### src/hdl/assert_macros.svh
// assertion macros shared by the rtl files of the decimal text parser
// depends on nothing; the including module provides clock and reset
`ifndef ASSERT_MACROS_SVH
`define ASSERT_MACROS_SVH

// same-cycle implication, checked at every rising edge outside reset
`define SDTI_ASSERT_IMP(label, ante, cons) \
   label: assert property (@(posedge clock) disable iff (reset) (ante) |-> (cons)) \
      else $error("assertion failed: same-cycle implication");

// next-cycle implication, checked at every rising edge outside reset
`define SDTI_ASSERT_NXT(label, ante, cons) \
   label: assert property (@(posedge clock) disable iff (reset) (ante) |=> (cons)) \
      else $error("assertion failed: next-cycle implication");

`endif

### src/hdl/sdti_pkg.sv
// shared types, constants and helpers for the decimal text parser
// depends on nothing; used by sdti_digit_core and strict_decimal_text_to_int
package sdti_pkg;

   // width of the signed result value
   localparam int RESULT_BITS = 32;

   localparam logic STATUS_OK    = 1'b0;
   localparam logic STATUS_ERROR = 1'b1;

   localparam logic [7:0] CH_NUL = 8'h00;

   typedef struct packed {
      logic [7:0] character;
      logic       end_of_string;
   } req_item_type;

   typedef struct packed {
      logic                          status;
      logic signed [RESULT_BITS-1:0] value;
   } rsp_item_type;

   // an item closes the string on the marker or on a zero byte
   function automatic logic item_ends(input req_item_type item);
      return item.end_of_string || (item.character == CH_NUL);
   endfunction

endpackage

### src/hdl/sdti_digit_core.sv
// parse state and digit accumulator for the decimal text parser
// depends on sdti_pkg and assert_macros.svh
`include "assert_macros.svh"

module sdti_digit_core (
   input  logic                  clock,
   input  logic                  reset,
   input  logic                  step,
   input  sdti_pkg::req_item_type item,
   output sdti_pkg::rsp_item_type result
);
   import sdti_pkg::*;

   localparam int MAG_BITS = RESULT_BITS;
   localparam int ACC_BITS = RESULT_BITS + 4;

   localparam logic [MAG_BITS-1:0] MAG_ZERO  = '0;
   localparam logic [MAG_BITS-1:0] LIMIT_POS = {1'b0, {(MAG_BITS-1){1'b1}}};
   localparam logic [MAG_BITS-1:0] LIMIT_NEG = {1'b1, {(MAG_BITS-1){1'b0}}};

   localparam logic [7:0] CH_TAB   = 8'h09;
   localparam logic [7:0] CH_LF    = 8'h0A;
   localparam logic [7:0] CH_VT    = 8'h0B;
   localparam logic [7:0] CH_FF    = 8'h0C;
   localparam logic [7:0] CH_CR    = 8'h0D;
   localparam logic [7:0] CH_SPACE = 8'h20;
   localparam logic [7:0] CH_PLUS  = 8'h2B;
   localparam logic [7:0] CH_MINUS = 8'h2D;
   localparam logic [7:0] CH_ZERO  = 8'h30;
   localparam logic [7:0] CH_NINE  = 8'h39;

   typedef enum logic [1:0] {
      PH_SPACE,
      PH_SIGN,
      PH_DIGITS,
      PH_ERROR
   } phase_type;

   phase_type           phase_ff, phase_in;
   logic                negative_ff, negative_in;
   logic [MAG_BITS-1:0] magnitude_ff, magnitude_in;
   logic                overflowed_ff, overflowed_in;

   logic                is_blank;
   logic                is_sign;
   logic                is_digit;
   logic [3:0]          digit;
   logic [ACC_BITS-1:0] acc;
   logic [MAG_BITS-1:0] limit;
   logic                add_over;
   logic [MAG_BITS-1:0] signed_mag;
   logic                closing;
   logic                state_clear;

   // character classes
   assign is_blank = (item.character == CH_TAB) || (item.character == CH_LF) ||
                     (item.character == CH_VT)  || (item.character == CH_FF) ||
                     (item.character == CH_CR)  || (item.character == CH_SPACE);
   assign is_sign  = (item.character == CH_PLUS) || (item.character == CH_MINUS);
   assign is_digit = (item.character >= CH_ZERO) && (item.character <= CH_NINE);
   assign digit    = item.character[3:0];

   // magnitude times ten plus digit, by shift and add
   assign acc = ({4'b0000, magnitude_ff} << 3) + ({4'b0000, magnitude_ff} << 1) +
                ACC_BITS'(digit);

   // a minus sign allows one more on the magnitude
   assign limit    = negative_ff ? LIMIT_NEG : LIMIT_POS;
   assign add_over = acc > ACC_BITS'(limit);

   // next state
   always_comb begin
      phase_in      = phase_ff;
      negative_in   = negative_ff;
      magnitude_in  = magnitude_ff;
      overflowed_in = overflowed_ff;
      if (step) begin
         if (item_ends(item)) begin
            phase_in      = PH_SPACE;
            negative_in   = 1'b0;
            magnitude_in  = MAG_ZERO;
            overflowed_in = 1'b0;
         end else begin
            unique case (phase_ff)
               PH_SPACE: begin
                  priority if (is_blank) begin
                     phase_in = PH_SPACE;
                  end else if (is_sign) begin
                     negative_in = (item.character == CH_MINUS);
                     phase_in    = PH_SIGN;
                  end else if (is_digit) begin
                     phase_in = PH_DIGITS;
                  end else begin
                     phase_in = PH_ERROR;
                  end
               end
               PH_SIGN, PH_DIGITS: begin
                  phase_in = is_digit ? PH_DIGITS : PH_ERROR;
               end
               PH_ERROR: begin
                  phase_in = PH_ERROR;
               end
               default: begin
                  phase_in = PH_ERROR;
               end
            endcase
            // digit taken in any phase that still accepts digits
            if (is_digit && (phase_ff != PH_ERROR) && !overflowed_ff) begin
               if (add_over) begin
                  overflowed_in = 1'b1;
               end else begin
                  magnitude_in = acc[MAG_BITS-1:0];
               end
            end
         end
      end
   end

   // result for an item that closes the string
   assign signed_mag = negative_ff ? (MAG_ZERO - magnitude_ff) : magnitude_ff;

   always_comb begin
      if ((phase_ff == PH_DIGITS) && !overflowed_ff) begin
         result.status = STATUS_OK;
         result.value  = $signed(signed_mag);
      end else begin
         result.status = STATUS_ERROR;
         result.value  = '0;
      end
   end

   // parse state
   always_ff @(posedge clock) begin
      if (reset) begin
         phase_ff      <= PH_SPACE;
         negative_ff   <= 1'b0;
         magnitude_ff  <= MAG_ZERO;
         overflowed_ff <= 1'b0;
      end else begin
         phase_ff      <= phase_in;
         negative_ff   <= negative_in;
         magnitude_ff  <= magnitude_in;
         overflowed_ff <= overflowed_in;
      end
   end

   // terms for the checks below
   assign closing     = step && item_ends(item);
   assign state_clear = (phase_ff == PH_SPACE) && !negative_ff &&
                        (magnitude_ff == MAG_ZERO) && !overflowed_ff;

   // state is back at its start after every closing item
   `SDTI_ASSERT_NXT(a_clear_after_end, closing, state_clear)
   // the magnitude never passes the negative limit
   `SDTI_ASSERT_IMP(a_magnitude_bound, 1'b1, magnitude_ff <= LIMIT_NEG)
   // a minus sign is only held once the leading blanks are over
   `SDTI_ASSERT_IMP(a_sign_phase, negative_ff, phase_ff != PH_SPACE)

endmodule

### src/hdl/strict_decimal_text_to_int.sv
// Strict decimal text to signed integer.
// The req_ channel carries one character per item; an item with
// end_of_string set, or with a zero character, closes the string. The
// accepted form is leading whitespace, one optional sign, one or more
// decimal digits and nothing else. Each closed string gives exactly one
// item on the rsp_ channel: status ok with the signed 32-bit value, or
// status error with value zero for a bad format or a value out of range.
// Other characters give no result.
// An accepted item is held in the input register, from where it steps the parse
// state; a closing item's result is then loaded into the result register,
// from which it is offered on the rsp_ channel.
// Throughput is one item per cycle while req_stall is low, as the
// multiply-by-ten accumulator is combinational. While rsp_stall holds,
// character items keep flowing; only a closing item waits in the input
// register, and req_stall rises then until the pending result has been taken.
// Synchronous reset clears the valid flags of both registers and the parse
// state; the block accepts items as soon as reset falls.
// depends on sdti_pkg, sdti_digit_core and assert_macros.svh
`include "assert_macros.svh"

module strict_decimal_text_to_int (
   input  logic                   clock,
   input  logic                   reset,
   input  logic                   req_valid,
   output logic                   req_stall,
   input  sdti_pkg::req_item_type req_item,
   output logic                   rsp_valid,
   input  logic                   rsp_stall,
   output sdti_pkg::rsp_item_type rsp_item
);
   import sdti_pkg::*;

   logic         in_valid_ff, in_valid_in;
   req_item_type in_item_ff, in_item_in;
   logic         rsp_valid_ff, rsp_valid_in;
   rsp_item_type rsp_item_ff, rsp_item_in;

   logic         in_ends;
   logic         out_free;
   logic         in_fire;
   logic         req_take;
   rsp_item_type core_result;
   logic         rsp_error;
   logic         rsp_keep;

   // handshake decisions
   assign in_ends   = item_ends(in_item_ff);
   assign out_free  = !rsp_valid_ff || !rsp_stall;
   assign in_fire   = in_valid_ff && (!in_ends || out_free);
   assign req_stall = in_valid_ff && !in_fire;
   assign req_take  = req_valid && !req_stall;

   // parse state and accumulator
   sdti_digit_core u_core (
      .clock  (clock),
      .reset  (reset),
      .step   (in_fire),
      .item   (in_item_ff),
      .result (core_result)
   );

   // input register
   always_comb begin
      in_valid_in = in_valid_ff;
      in_item_in  = in_item_ff;
      if (req_take) begin
         in_valid_in = 1'b1;
         in_item_in  = req_item;
      end else if (in_fire) begin
         in_valid_in = 1'b0;
      end
   end

   // result register
   always_comb begin
      rsp_valid_in = rsp_valid_ff;
      rsp_item_in  = rsp_item_ff;
      if (in_fire && in_ends) begin
         rsp_valid_in = 1'b1;
         rsp_item_in  = core_result;
      end else if (out_free) begin
         rsp_valid_in = 1'b0;
      end
   end

   always_ff @(posedge clock) begin
      if (reset) begin
         in_valid_ff  <= 1'b0;
         rsp_valid_ff <= 1'b0;
      end else begin
         in_valid_ff  <= in_valid_in;
         rsp_valid_ff <= rsp_valid_in;
      end
      in_item_ff  <= in_item_in;
      rsp_item_ff <= rsp_item_in;
   end

   assign rsp_valid = rsp_valid_ff;
   assign rsp_item  = rsp_item_ff;

   // terms for the checks below
   assign rsp_error = rsp_valid_ff && (rsp_item_ff.status == STATUS_ERROR);
   assign rsp_keep  = (in_fire && in_ends) || (rsp_valid_ff && rsp_stall);

   // an error result always carries a zero value
   `SDTI_ASSERT_IMP(a_error_zero, rsp_error, rsp_item_ff.value == '0)
   // a character that does not close the string is never held back
   `SDTI_ASSERT_IMP(a_char_flows, in_valid_ff && !in_ends, !req_stall)
   // a result appears only from a closing item or a held result
   `SDTI_ASSERT_NXT(a_no_spurious, !rsp_keep, !rsp_valid_ff)

endmodule

### config.mk
export PLATFORM = sky130hd
export DESIGN_NAME = strict_decimal_text_to_int
export DESIGN_NICKNAME = d
export VERILOG_FILES = /design/src/hdl/sdti_pkg.sv /design/src/hdl/sdti_digit_core.sv /design/src/hdl/strict_decimal_text_to_int.sv
export VERILOG_INCLUDE_DIRS = /design/src /design/src/hdl
export SDC_FILE = /design/constraint.sdc
export NUM_CORES = 1
export LEC_CHECK = 0
export BUFFER_PORTS_ARGS = -buffer_cell sky130_fd_sc_hd__buf_2
export CAP_MARGIN = 20
export CORE_MARGIN = 3
export CORE_UTILIZATION = 50
export CTS_CLUSTER_DIAMETER = 60
export DETAILED_ROUTE_END_ITERATION = 6
export HOLD_SLACK_MARGIN = 0.15
export PLACE_DENSITY_LB_ADDON = 0.2
export SLEW_MARGIN = 15
export SYNTH_ARGS = -nofsm -noshare
export SYNTH_HDL_FRONTEND = slang
export SYNTH_SLANG_ARGS = --single-unit
### constraint.sdc
create_clock -name clock -period 5.3 [get_ports clock]
set_input_delay 1.06 -clock clock [delete_from_list [all_inputs] [get_ports clock]]
set_output_delay 1.06 -clock clock [all_outputs]
set_load 0.01 [all_outputs]
==> results.md, run 1 <==
* Drt first pass iters at 6
* Slew @ Worst Pin at 749 ps
* Critical Path Start Type: flop
* Min-Delay Path Class: flop to flop
* Root buffer cell: clkbuf_16
* Ports at 48
* Dpl ws at -94.2 ps
* Final WL at 17000 um
* Netlist Area Pre-Place at 0.00667 mm^2
* Critical path's slowest cell: fa_1
* Rel. slew slack at 50.1%
* Kind of critical path: flop to flop
* VDD IR-drop max at 147 uV
* Crit path arrival time at 5420 ps
* Post-DP HPWL at 12200 um
* Total GRT Usage at 22.6%
* Initial drt markers at 509
* # fillers at 1148
* WL/cell at 17.2 um
* Fraction of layout instances using a drive strength above 1 at 15.3%
* Crit Path Max Fanout at 7
* RSZ-0062 raised after global routing: true
* Synthesized instance count at 745
* Count of final setup violators at 0
* Syn nets at 859
* Via count at 5883
* Largest net degree at the start of global routing at 35
* Vias in the first global route at 5474
* Die Wd at 121 um
* Total Power at 1.38 mW
* Die Height at 121 um
* Hold Vio Cnt, Final at 0
* Core area at 0.0128 mm^2
* Residual DRC at 0
* Number of distinct library cells after synthesis at 60
* Die Area at 0.0148 mm^2
* Leakage at 3.42 nW
* CP peak stage delay at 510 ps
* Syn avg cell area at 8.95 um^2
* Hold_buf cts at 0
* Final ANT Viol Nets at 0
* TritonCTS Buffers at 9
* Layout overhead on the synthesized area at 16.1%
* Outcome: complete, no violations
* Critical path endpoint category: flop
* IO buf count at 47
* Yosys warns at 0
* Synthesis-stage register bit count at 80
* Post-Layout Inst Area at 0.00773 mm^2
* H-tree depth at 3
* EDFF count, synth at 42
* Register area at 0.00202 mm^2
* Final setup margin at 155 ps
* Max Clock Skew at 6.65 ps
* P per Cell Area at 178 mW/mm^2
* Aggregate global routing overflow at 0
* Clock slew at reported path FFs at 60 ps
* Initial Util at 52.0%
* Clock sinks at 80
* Fmax at 194 MHz
* Fin. max-slew vios at 0
* Area of the multi-input gates at 0.00457 mm^2
* Global-route wire length before repair at 26700 um
* Skew-Pair Late Insertion Delay at 350 ps
* CP required at 5570 ps
* Predominant post-synthesis flop cell: edfxtp_1
* Fin crit share at 97.1%
* Nets at 925
* Setup_tns at 0 ps
* Gpl congestion at 0.888
* Fraction of registers with async set/reset at 0%
* Core Rows at 41
* Critical path, cell by cell: fa_1 -> fa_2 -> a211o_1 -> and3b_1 -> o211a_1 -> a211o_4 -> a21boi_2 -> xnor2_2 -> ha_1 -> nand4_1 -> nor3_2 -> nand3_1 -> mux2_4 -> a221oi_2 -> nand3b_1 -> a2111oi_4 -> buf_6 -> buf_12 -> mux2i_1
* Seq/Total Area, Yosys at 30.3%
* Initial antenna violation count at 0
* CTS tree: built
* DR vias/cell at 5.95
* Max-cap violation count at 0
* N_diodes at 0
* Min Tclk post-route at 5140 ps
* Dpl cell area at 0.00721 mm^2
* CTS Buffer Depth at 2
[flip-flops by register name, summed over array words and instances (netlist names)]
name / cells
rsp_item: 33
u_core.magnitude_ff: 32
in_item_ff: 9
u_core.phase_ff: 2
in_valid_ff: 1
rsp_valid: 1
u_core.negative_ff: 1
u_core.overflowed_ff: 1
[synth_stat cells, types with 3 or more instances]
| cell | instances | area (um^2) |
|---|---|---|
| ha_1 | 99 | 1240 |
| nand2_1 | 97 | 364 |
| nor2_1 | 61 | 229 |
| a21oi_1 | 55 | 275 |
| edfxtp_1 | 42 | 1260 |
| o21ai_0 | 41 | 205 |
| dfxtp_1 | 38 | 761 |
| xnor2_1 | 33 | 289 |
| mux2i_1 | 32 | 320 |
| xor2_1 | 25 | 219 |
| clkbuf_1 | 22 | 82.6 |
| nand3_1 | 17 | 85.1 |
| inv_1 | 16 | 60.1 |
| nand4_1 | 16 | 100 |
| nor3_1 | 15 | 75.1 |
| a21o_1 | 12 | 90.1 |
| a31oi_1 | 11 | 68.8 |
| o211ai_1 | 8 | 60.1 |
| and3_1 | 7 | 43.8 |
| nor2b_1 | 7 | 43.8 |
| o31ai_1 | 7 | 52.6 |
| a211oi_1 | 6 | 45.0 |
| o21bai_1 | 6 | 45.0 |
| or4_1 | 6 | 45.0 |
| o21ai_1 | 5 | 25.0 |
| nor4_1 | 4 | 25.0 |
| or3_1 | 4 | 25.0 |
| a211o_1 | 3 | 26.3 |
| a21boi_0 | 3 | 22.5 |
| a221oi_1 | 3 | 26.3 |
| and2_1 | 3 | 18.8 |
| buf_6 | 3 | 33.8 |
| o211a_1 | 3 | 30.0 |
[metrics by stage]
| stage | utilization, % | hold WS (ps) | std cells |
|---|---|---|---|
| after floorplan | - | 469 | 745 |
| after global placement | 56.2 | 484 | 963 |
| after detailed placement | 56.2 | 509 | 963 |
| after CTS | 58.6 | 519 | 979 |
| after global routing | 60.3 | 551 | 988 |
| final | 60.3 | 517 | 988 |
[layout by cell type (no fill, tap or decap), types with 7 or more instances in the layout]
master and count:
a21o_1 12, a21oi_1 54, a31oi_1 9, and3_1 7, buf_2 47, buf_4 29, clkbuf_16 11, dfxtp_1 37
edfxtp_1 42, ha_1 97, inv_1 16, mux2i_1 32, nand2_1 97, nand3_1 16, nand4_1 16, nor2_1 58
nor2b_1 7, nor3_1 13, o211ai_1 8, o21ai_0 38, o31ai_1 7, xnor2_1 32, xor2_1 25
[metal layers]
metal | vias up | track usage [%] | share of wire (%)
met3 | 27 | 2.80 | 4.4
met5 | - | 0 | 0
met2 | 166 | 38.0 | 47
met4 | 0 | 7.84 | 2.0
li1 | 2892 | - | -
met1 | 2798 | 30.1 | 46
[what timing repair did]
action / CTS / global route
endpoints found under the setup margin: 32 / 32
setup buffers: 0 / 6
pin swaps: 0 / 13
resized for setup: 2 / 26
gates cloned: 0 / 3
[worst max-delay path, delay by kind of cell, from the launching register on]
family | cells | cell delay, ps
multiplexers | 2 | 500
flip-flops | 1 | 420
AO/OA/AOI/OAI | 6 | 1680
buffers and inverters | 2 | 380
AND/OR/NAND/NOR | 5 | 780
XOR/XNOR | 1 | 90
adder cells (fa/ha/maj) | 3 | 1200
[worst paths after layout]
kind                                     from  slack, ps                       to  depth (start not counted)
worst min-delay path                rsp_valid        520                rsp_valid                          2
worst max register to register  in_item_ff[4]        160  u_core.magnitude_ff[28]                         19
worst max-delay path            in_item_ff[4]        160  u_core.magnitude_ff[28]                         19
worst min register to register      rsp_valid        520                rsp_valid                          2
[cell families after synthesis]
family	after synthesis	share of synthesized area (%)
xor gates and xnor gates	58	7.62
DFF	80	30.3
AOI/OAI and AO/OA	184	18.2
buffers and inverters	44	2.85
and+or+nand+nor	243	16.5
adders and majority gates	101	19.2
muxes	35	5.31
[layout make-up]
| cell class | count | area share, % |
|---|---|---|
| tap | 172 | 2.78 |
| sequential | 80 | 26.2 |
| multi-input combinational | 621 | 59.1 |
| clock inverter | 3 | 0.534 |
| clock buffer | 13 | 3.36 |
| inverter | 17 | 0.825 |
| timing repair buffer | 82 | 7.25 |
[power breakdown]
group	internal, mW	switching (mW)	total (mW)
Combinational	0.0243	0.0453	0.0696
Sequential	0.661	0.00597	0.667
Clock	0.389	0.251	0.641
No activity file was read; power rests on OpenSTA's default activity.
==> run 2: changes to the inputs <==
- PLACE_DENSITY: unset -> 0.79
- PLACE_DENSITY_LB_ADDON: 0.2 -> unset
==> run 2 against run 1 <==
- clock power increased by 3%
- maximum frequency about the same
- sequential power about the same
- critical path depth unchanged
- sequential share of layout area increased by 0.12 points
- wire length decreased by 6.0%
- register-to-register slack about the same
- core utilization decreased by 0.20 points
- critical endpoint is now u_core.magnitude_ff[17]
- highest routed layer unchanged
==> results.md, run 2 (synthesis gave the netlist of run 1 again) <==
* Core Rows at 41 (unchanged)
* DR vias/cell at 5.94 (was 5.95)
* Root buffer cell: clkbuf_16 (unchanged)
* N_diodes at 0 (unchanged)
* Commonest cells after routing, fill and taps aside: nand2_1 (97), ha_1 (97), nor2_1 (58), a21oi_1 (55), buf_2 (47) (was nand2_1 (97), ha_1 (97), nor2_1 (58), a21oi_1 (54), buf_2 (47))
* Hold path depth at 2 (unchanged)
* Initial antenna violation count at 0 (unchanged)
* Hold Startpoint: u_core.phase_ff[1] (was rsp_valid)
* Clock sinks at 80 (unchanged)
* Final WL at 16000 um (was 17000 um)
* Fin. max-slew vios at 0 (unchanged)
* DP Cell Count at 956 (was 963)
* H-tree depth at 3 (unchanged)
* Max reg flops at 33 (unchanged)
* Global-route wire length before repair at 24900 um (was 26700 um)
* Register area at 0.00203 mm^2 (was 0.00202 mm^2)
* Die Height at 121 um (unchanged)
* Reg-to-Reg Start: in_item_ff[4] (unchanged)
* Nets at 919 (was 925)
* Crit Path Max Fanout at 5 (was 7)
* Largest net degree at the start of global routing at 36 (was 35)
* Kind of critical path: flop to flop (unchanged)
* IO buf count at 47 (unchanged)
* RSZ-0062 raised after global routing: true (unchanged)
* Area of the multi-input gates at 0.00457 mm^2 (about the same)
* Outcome: complete, no violations (unchanged)
* Ports at 48 (unchanged)
* Initial drt markers at 532 (was 509)
* CTS tree: built (unchanged)
* Count of final setup violators at 0 (unchanged)
* Residual DRC at 0 (unchanged)
* Skew-Pair Late Insertion Delay at 350 ps (about the same)
* Max Clock Skew at 7.40 ps (was 6.65 ps)
* Min Tclk post-route at 5140 ps (about the same)
* Total GRT Usage at 20.9% (was 22.6%)
* R2R depth at 19 (unchanged)
* P per Cell Area at 181 mW/mm^2 (was 178 mW/mm^2)
* Die Area at 0.0148 mm^2 (unchanged)
* Critical R2R Capture: u_core.magnitude_ff[17] (was u_core.magnitude_ff[28])
* Max-cap violation count at 0 (unchanged)
* Final Util at 60.1% (was 60.3%)
* Dpl ws at -111 ps (was -94.2 ps)
* Drt first pass iters at 5 (was 6)
* Fraction of layout instances using a drive strength above 1 at 14.8% (was 15.3%)
* Die Wd at 121 um (unchanged)
* Post-DP HPWL at 11100 um (was 12200 um)
* Leakage at 3.43 nW (was 3.42 nW)
* Finished Layout Cells at 982 (was 988)
* CP required at 5580 ps (was 5570 ps)
* Reg2reg setup slack at 160 ps (about the same)
* Clock slew at reported path FFs at 60 ps (about the same)
* Initial Util at 52.0% (unchanged)
* WL/cell at 16.3 um (was 17.2 um)
* Hold Vio Cnt, Final at 0 (unchanged)
* Layout overhead on the synthesized area at 15.7% (was 16.1%)
* Crit path arrival time at 5420 ps (about the same)
* Fmax at 194 MHz (about the same)
* Fin crit share at 97.1% (about the same)
* Final setup margin at 156 ps (was 155 ps)
* WHS at 499 ps (was 517 ps)
* Vias in the first global route at 5258 (was 5474)
* CTS Buffer Depth at 2 (unchanged)
* Rel. slew slack at 48.2% (was 50.1%)
* VDD IR-drop max at 174 uV (was 147 uV)
* Critical path endpoint category: flop (unchanged)
* Core area at 0.0128 mm^2 (unchanged)
* Min-Delay Path Class: flop to flop (unchanged)
* Via count at 5836 (was 5883)
* Aggregate global routing overflow at 0 (unchanged)
* # fillers at 1102 (was 1148)
* TritonCTS Buffers at 9 (unchanged)
* Worst hold endpoint: u_core.phase_ff[1] (was rsp_valid)
* Gpl congestion at 0.965 (was 0.888)
* Slew @ Worst Pin at 768 ps (was 749 ps)
* Critical Path Start Type: flop (unchanged)
* Final ANT Viol Nets at 0 (unchanged)
==> run 2: what timing repair did <==
action / 4_1_cts / 5_1_grt
pin swaps: 0 / 6
endpoints found under the setup margin: 32 / 32
cloned: 0 / 3
setup buffers: 0 / 7
resized for setup: 6 / 17
hold endpoints to repair: 0 / 0
hold buffers: 0 / 0
==> run 2: worst max path at each step <==
| stage | startpoint | depth (start not counted) | to | slack, ps |
|---|---|---|---|---|
| final | in_item_ff[4] | 19 | u_core.magnitude_ff[17] | 160 |
| after global routing | in_item_ff[4] | 19 | u_core.magnitude_ff[30] | -70 |
| after CTS | in_item_ff[4] | 20 | u_core.magnitude_ff[23] | 30 |
| after detailed placement | in_item_ff[4] | 19 | u_core.magnitude_ff[24] | -110 |
| after global placement | in_item_ff[4] | 20 | u_core.magnitude_ff[12] | 40 |
| after floorplan | in_item_ff[4] | 17 | u_core.magnitude_ff[0] | 210 |
==> run 2: final cells by class <==
class / instances / share of cell area, %
Clock inverter: 6 / 1.09
Clock buffer: 10 / 2.97
Inverter: 17 / 0.828
Sequential cell: 80 / 26.3
Tap cell: 172 / 2.79
Multi-Input combinational cell: 621 / 59.3
Timing Repair Buffer: 76 / 6.75
==> run 2: routing by layer <==
layer	vias up	wire, um	track usage, %
li1	2878	-	-
met1	2745	7060	26.6
met2	177	7590	34.6
met3	36	905	4.57
met4	0	406	8.33
met5	-	0	0
==> run 2: critical path: stages, from the launching register on <==
cell and delay (ps):
edfxtp_1 400, fa_1 500, fa_2 430, a211o_1 280, and3b_2 230, o211a_1 230
a211o_4 370, a31oi_4 220, xnor2_1 110, ha_1 290, nand4_1 160, nor3_4 200
nand3_2 100, mux2_4 300, a221oi_2 270, nand3b_1 150, a2111oi_4 250, buf_6 210
clkbuf_16 170, mux2i_1 180
==> run 2: per-stage QoR <==
step	cell area, um^2	setup TNS, ps	power (mW)
2_1_floorplan	6670	0	0.720
3_3_place_gp	7170	0	0.745
3_5_place_dp	7170	-1930	0.746
4_1_cts	7520	0	1.41
5_1_grt	7710	-1280	1.43
6_report	7710	0	1.39
==> run 2: power breakdown <==
group,total [mW],internal [mW],switching [mW]
sequential,0.667,0.661,0.00572
clock,0.658,0.410,0.248
combinational,0.0685,0.0243,0.0441
==> run 3: changes to the inputs <==
- RECOVER_POWER: unset -> 25
==> run 3 against run 2 <==
- the flow now finishes with violations (max-capacitance violations, max-slew violations)
- via count is 0.19% higher
- non-clock buffer count stayed put
- cell area is 0.29% lower
- sequential share of layout area is 0.077 points higher
- critical path depth stayed put
- register-to-register slack hardly changed
- die area stayed put
- wire length hardly changed
- global-route usage stayed put
- hold slack hardly changed
- combinational power is 2% lower
==> results.md, run 3 (synthesis gave the netlist of run 1 again) <==
* Critical R2R Capture: u_core.magnitude_ff[17] (unchanged)
* Slew @ Worst Pin at 1580 ps (was 768 ps)
* Hold path depth at 2 (unchanged)
* Clock slew at reported path FFs at 60 ps (about the same)
* VDD IR-drop max at 174 uV (about the same)
* Kind of critical path: flop to flop (unchanged)
* Worst hold endpoint: u_core.phase_ff[1] (unchanged)
* Max-cap violation count at 1 (was 0)
* DR vias/cell at 5.95 (was 5.94)
* Layout overhead on the synthesized area at 15.3% (was 15.7%)
* Hold_buf cts at 0 (unchanged)
* CTS Buffer Depth at 2 (unchanged)
* Die Area at 0.0148 mm^2 (unchanged)
* Initial drt markers at 604 (was 532)
* TritonCTS Buffers at 9 (unchanged)
* Die Height at 121 um (unchanged)
* RSZ-0062 raised after global routing: true (unchanged)
* Min-Delay Path Class: flop to flop (unchanged)
* Reg-to-Reg Start: in_item_ff[4] (unchanged)
* Root buffer cell: clkbuf_16 (unchanged)
* Reg2reg setup slack at 160 ps (about the same)
* Fin. max-slew vios at 34 (was 0)
* Count of final setup violators at 0 (unchanged)
* Core Rows at 41 (unchanged)
* R2R depth at 19 (unchanged)
* Ports at 48 (unchanged)
* Via count at 5847 (was 5836)
* CP required at 5580 ps (about the same)
* Post-DP HPWL at 11100 um (unchanged)
* Critical Path Start Type: flop (unchanged)
* Failing checks: max-capacitance violations, max-slew violations
* Residual DRC at 0 (unchanged)
* P per Cell Area at 181 mW/mm^2 (about the same)
* Fmax at 195 MHz (was 194 MHz)
* WHS at 499 ps (about the same)
* Nets at 919 (unchanged)
* Critical path endpoint category: flop (unchanged)
* Min Tclk post-route at 5140 ps (about the same)
* Commonest cells after routing, fill and taps aside: nand2_1 (97), ha_1 (97), nor2_1 (58), a21oi_1 (55), edfxtp_1 (42) (was nand2_1 (97), ha_1 (97), nor2_1 (58), a21oi_1 (55), buf_2 (47))
* WL/cell at 16.3 um (about the same)
* Initial antenna violation count at 0 (unchanged)
* Core area at 0.0128 mm^2 (unchanged)
* Leakage at 3.38 nW (was 3.43 nW)
* Final WL at 16000 um (about the same)
* Hold Vio Cnt, Final at 0 (unchanged)
* Rel. slew slack at -5.09% (was 48.2%)
* Drt first pass iters at 5 (unchanged)
* Crit Path Max Fanout at 5 (unchanged)
* Total GRT Usage at 20.9% (unchanged)
* Skew-Pair Late Insertion Delay at 350 ps (about the same)
* Initial Util at 52.0% (unchanged)
* Met2 Use GR at 34.6% (unchanged)
* Setup_tns at 0 ps (unchanged)
* # fillers at 1105 (was 1102)
* GRT Max-Usage Layer: met2 (unchanged)
* Die Wd at 121 um (unchanged)
* GR Util met3 at 4.57% (unchanged)
* N_diodes at 0 (unchanged)
* CTS tree: built (unchanged)
* M1 GR Usage at 26.6% (unchanged)
* Final ANT Viol Nets at 0 (unchanged)
* Largest net degree at the start of global routing at 36 (unchanged)
* Aggregate global routing overflow at 0 (unchanged)
* Fraction of layout instances using a drive strength above 1 at 12.7% (was 14.8%)
* Clock sinks at 80 (unchanged)
* Global-route wire length before repair at 24900 um (unchanged)
* Vias in the first global route at 5258 (unchanged)
* Fin crit share at 96.9% (was 97.1%)
* Hold Startpoint: u_core.phase_ff[1] (unchanged)
* Crit path arrival time at 5410 ps (was 5420 ps)
* Outcome: finished with violations (was complete, no violations)
* Gpl congestion at 0.965 (unchanged)
* H-tree depth at 3 (unchanged)
* Max Clock Skew at 7.37 ps (was 7.40 ps)
* IO buf count at 47 (unchanged)
* Max reg flops at 33 (unchanged)
## run 3: worst max-delay path, stage by stage, from the launching register on
cell       delay, ps
edfxtp_1         400
fa_1             500
fa_2             430
a211o_1          280
and3b_2          230
o211a_1          230
a211o_4          370
a31oi_4          210
xnor2_1          110
ha_1             290
nand4_1          160
nor3_4           200
nand3_2          100
mux2_4           300
a221oi_2         270
nand3b_1         150
a2111oi_4        250
buf_6            210
clkbuf_16        170
mux2i_1          180
## run 3: worst max-delay path by stage
stage	startpoint	to	slack, ps	cells past startpoint
6_report	in_item_ff[4]	u_core.magnitude_ff[17]	160	19
5_1_grt	in_item_ff[4]	u_core.magnitude_ff[30]	-70	19
4_1_cts	in_item_ff[4]	u_core.magnitude_ff[23]	30	20
3_5_place_dp	in_item_ff[4]	u_core.magnitude_ff[24]	-110	19
3_3_place_gp	in_item_ff[4]	u_core.magnitude_ff[12]	40	20
2_1_floorplan	in_item_ff[4]	u_core.magnitude_ff[0]	210	17
## run 3: what timing repair did
item | 4_1_cts | 5_1_grt
cloned | 0 | 3
setup endpoints to repair | 32 | 32
pin swaps | 0 | 6
buffers inserted | 0 | 7
resized for setup | 6 | 17
## run 3: layout make-up
type | count | area, um^2 | area share, %
Timing Repair Buffer | 76 | 498 | 6.48
Multi-Input combinational cell | 621 | 4570 | 59.5
Clock buffer | 10 | 229 | 2.98
Clock inverter | 6 | 83.8 | 1.09
Sequential cell | 80 | 2030 | 26.4
Tap cell | 172 | 215 | 2.80
Inverter | 17 | 63.8 | 0.830
## run 3: metrics by stage
step           setup slack [ps]  instances  util [%]  power, mW  cell area [um^2]
6_report                    164        982      59.9       1.39              7690
2_1_floorplan               205        745         -      0.720              6670
3_3_place_gp               36.3        956      55.9      0.745              7170
4_1_cts                    33.1        972      58.6       1.41              7520
3_5_place_dp               -111        956      55.9      0.746              7170
5_1_grt                   -72.7        982      59.9       1.43              7690
## run 3: layer usage
layer | wire, um | part of all wire (%)
met1 | 6990 | 44
met2 | 7600 | 48
met3 | 979 | 6.1
met4 | 414 | 2.6
met5 | 0 | 0
## run 3: power breakdown
part,switching (mW),total (mW),internal (mW)
registers,0.00579,0.667,0.661
clock network,0.248,0.659,0.410
logic,0.0441,0.0674,0.0232
total,0.298,1.39,1.09
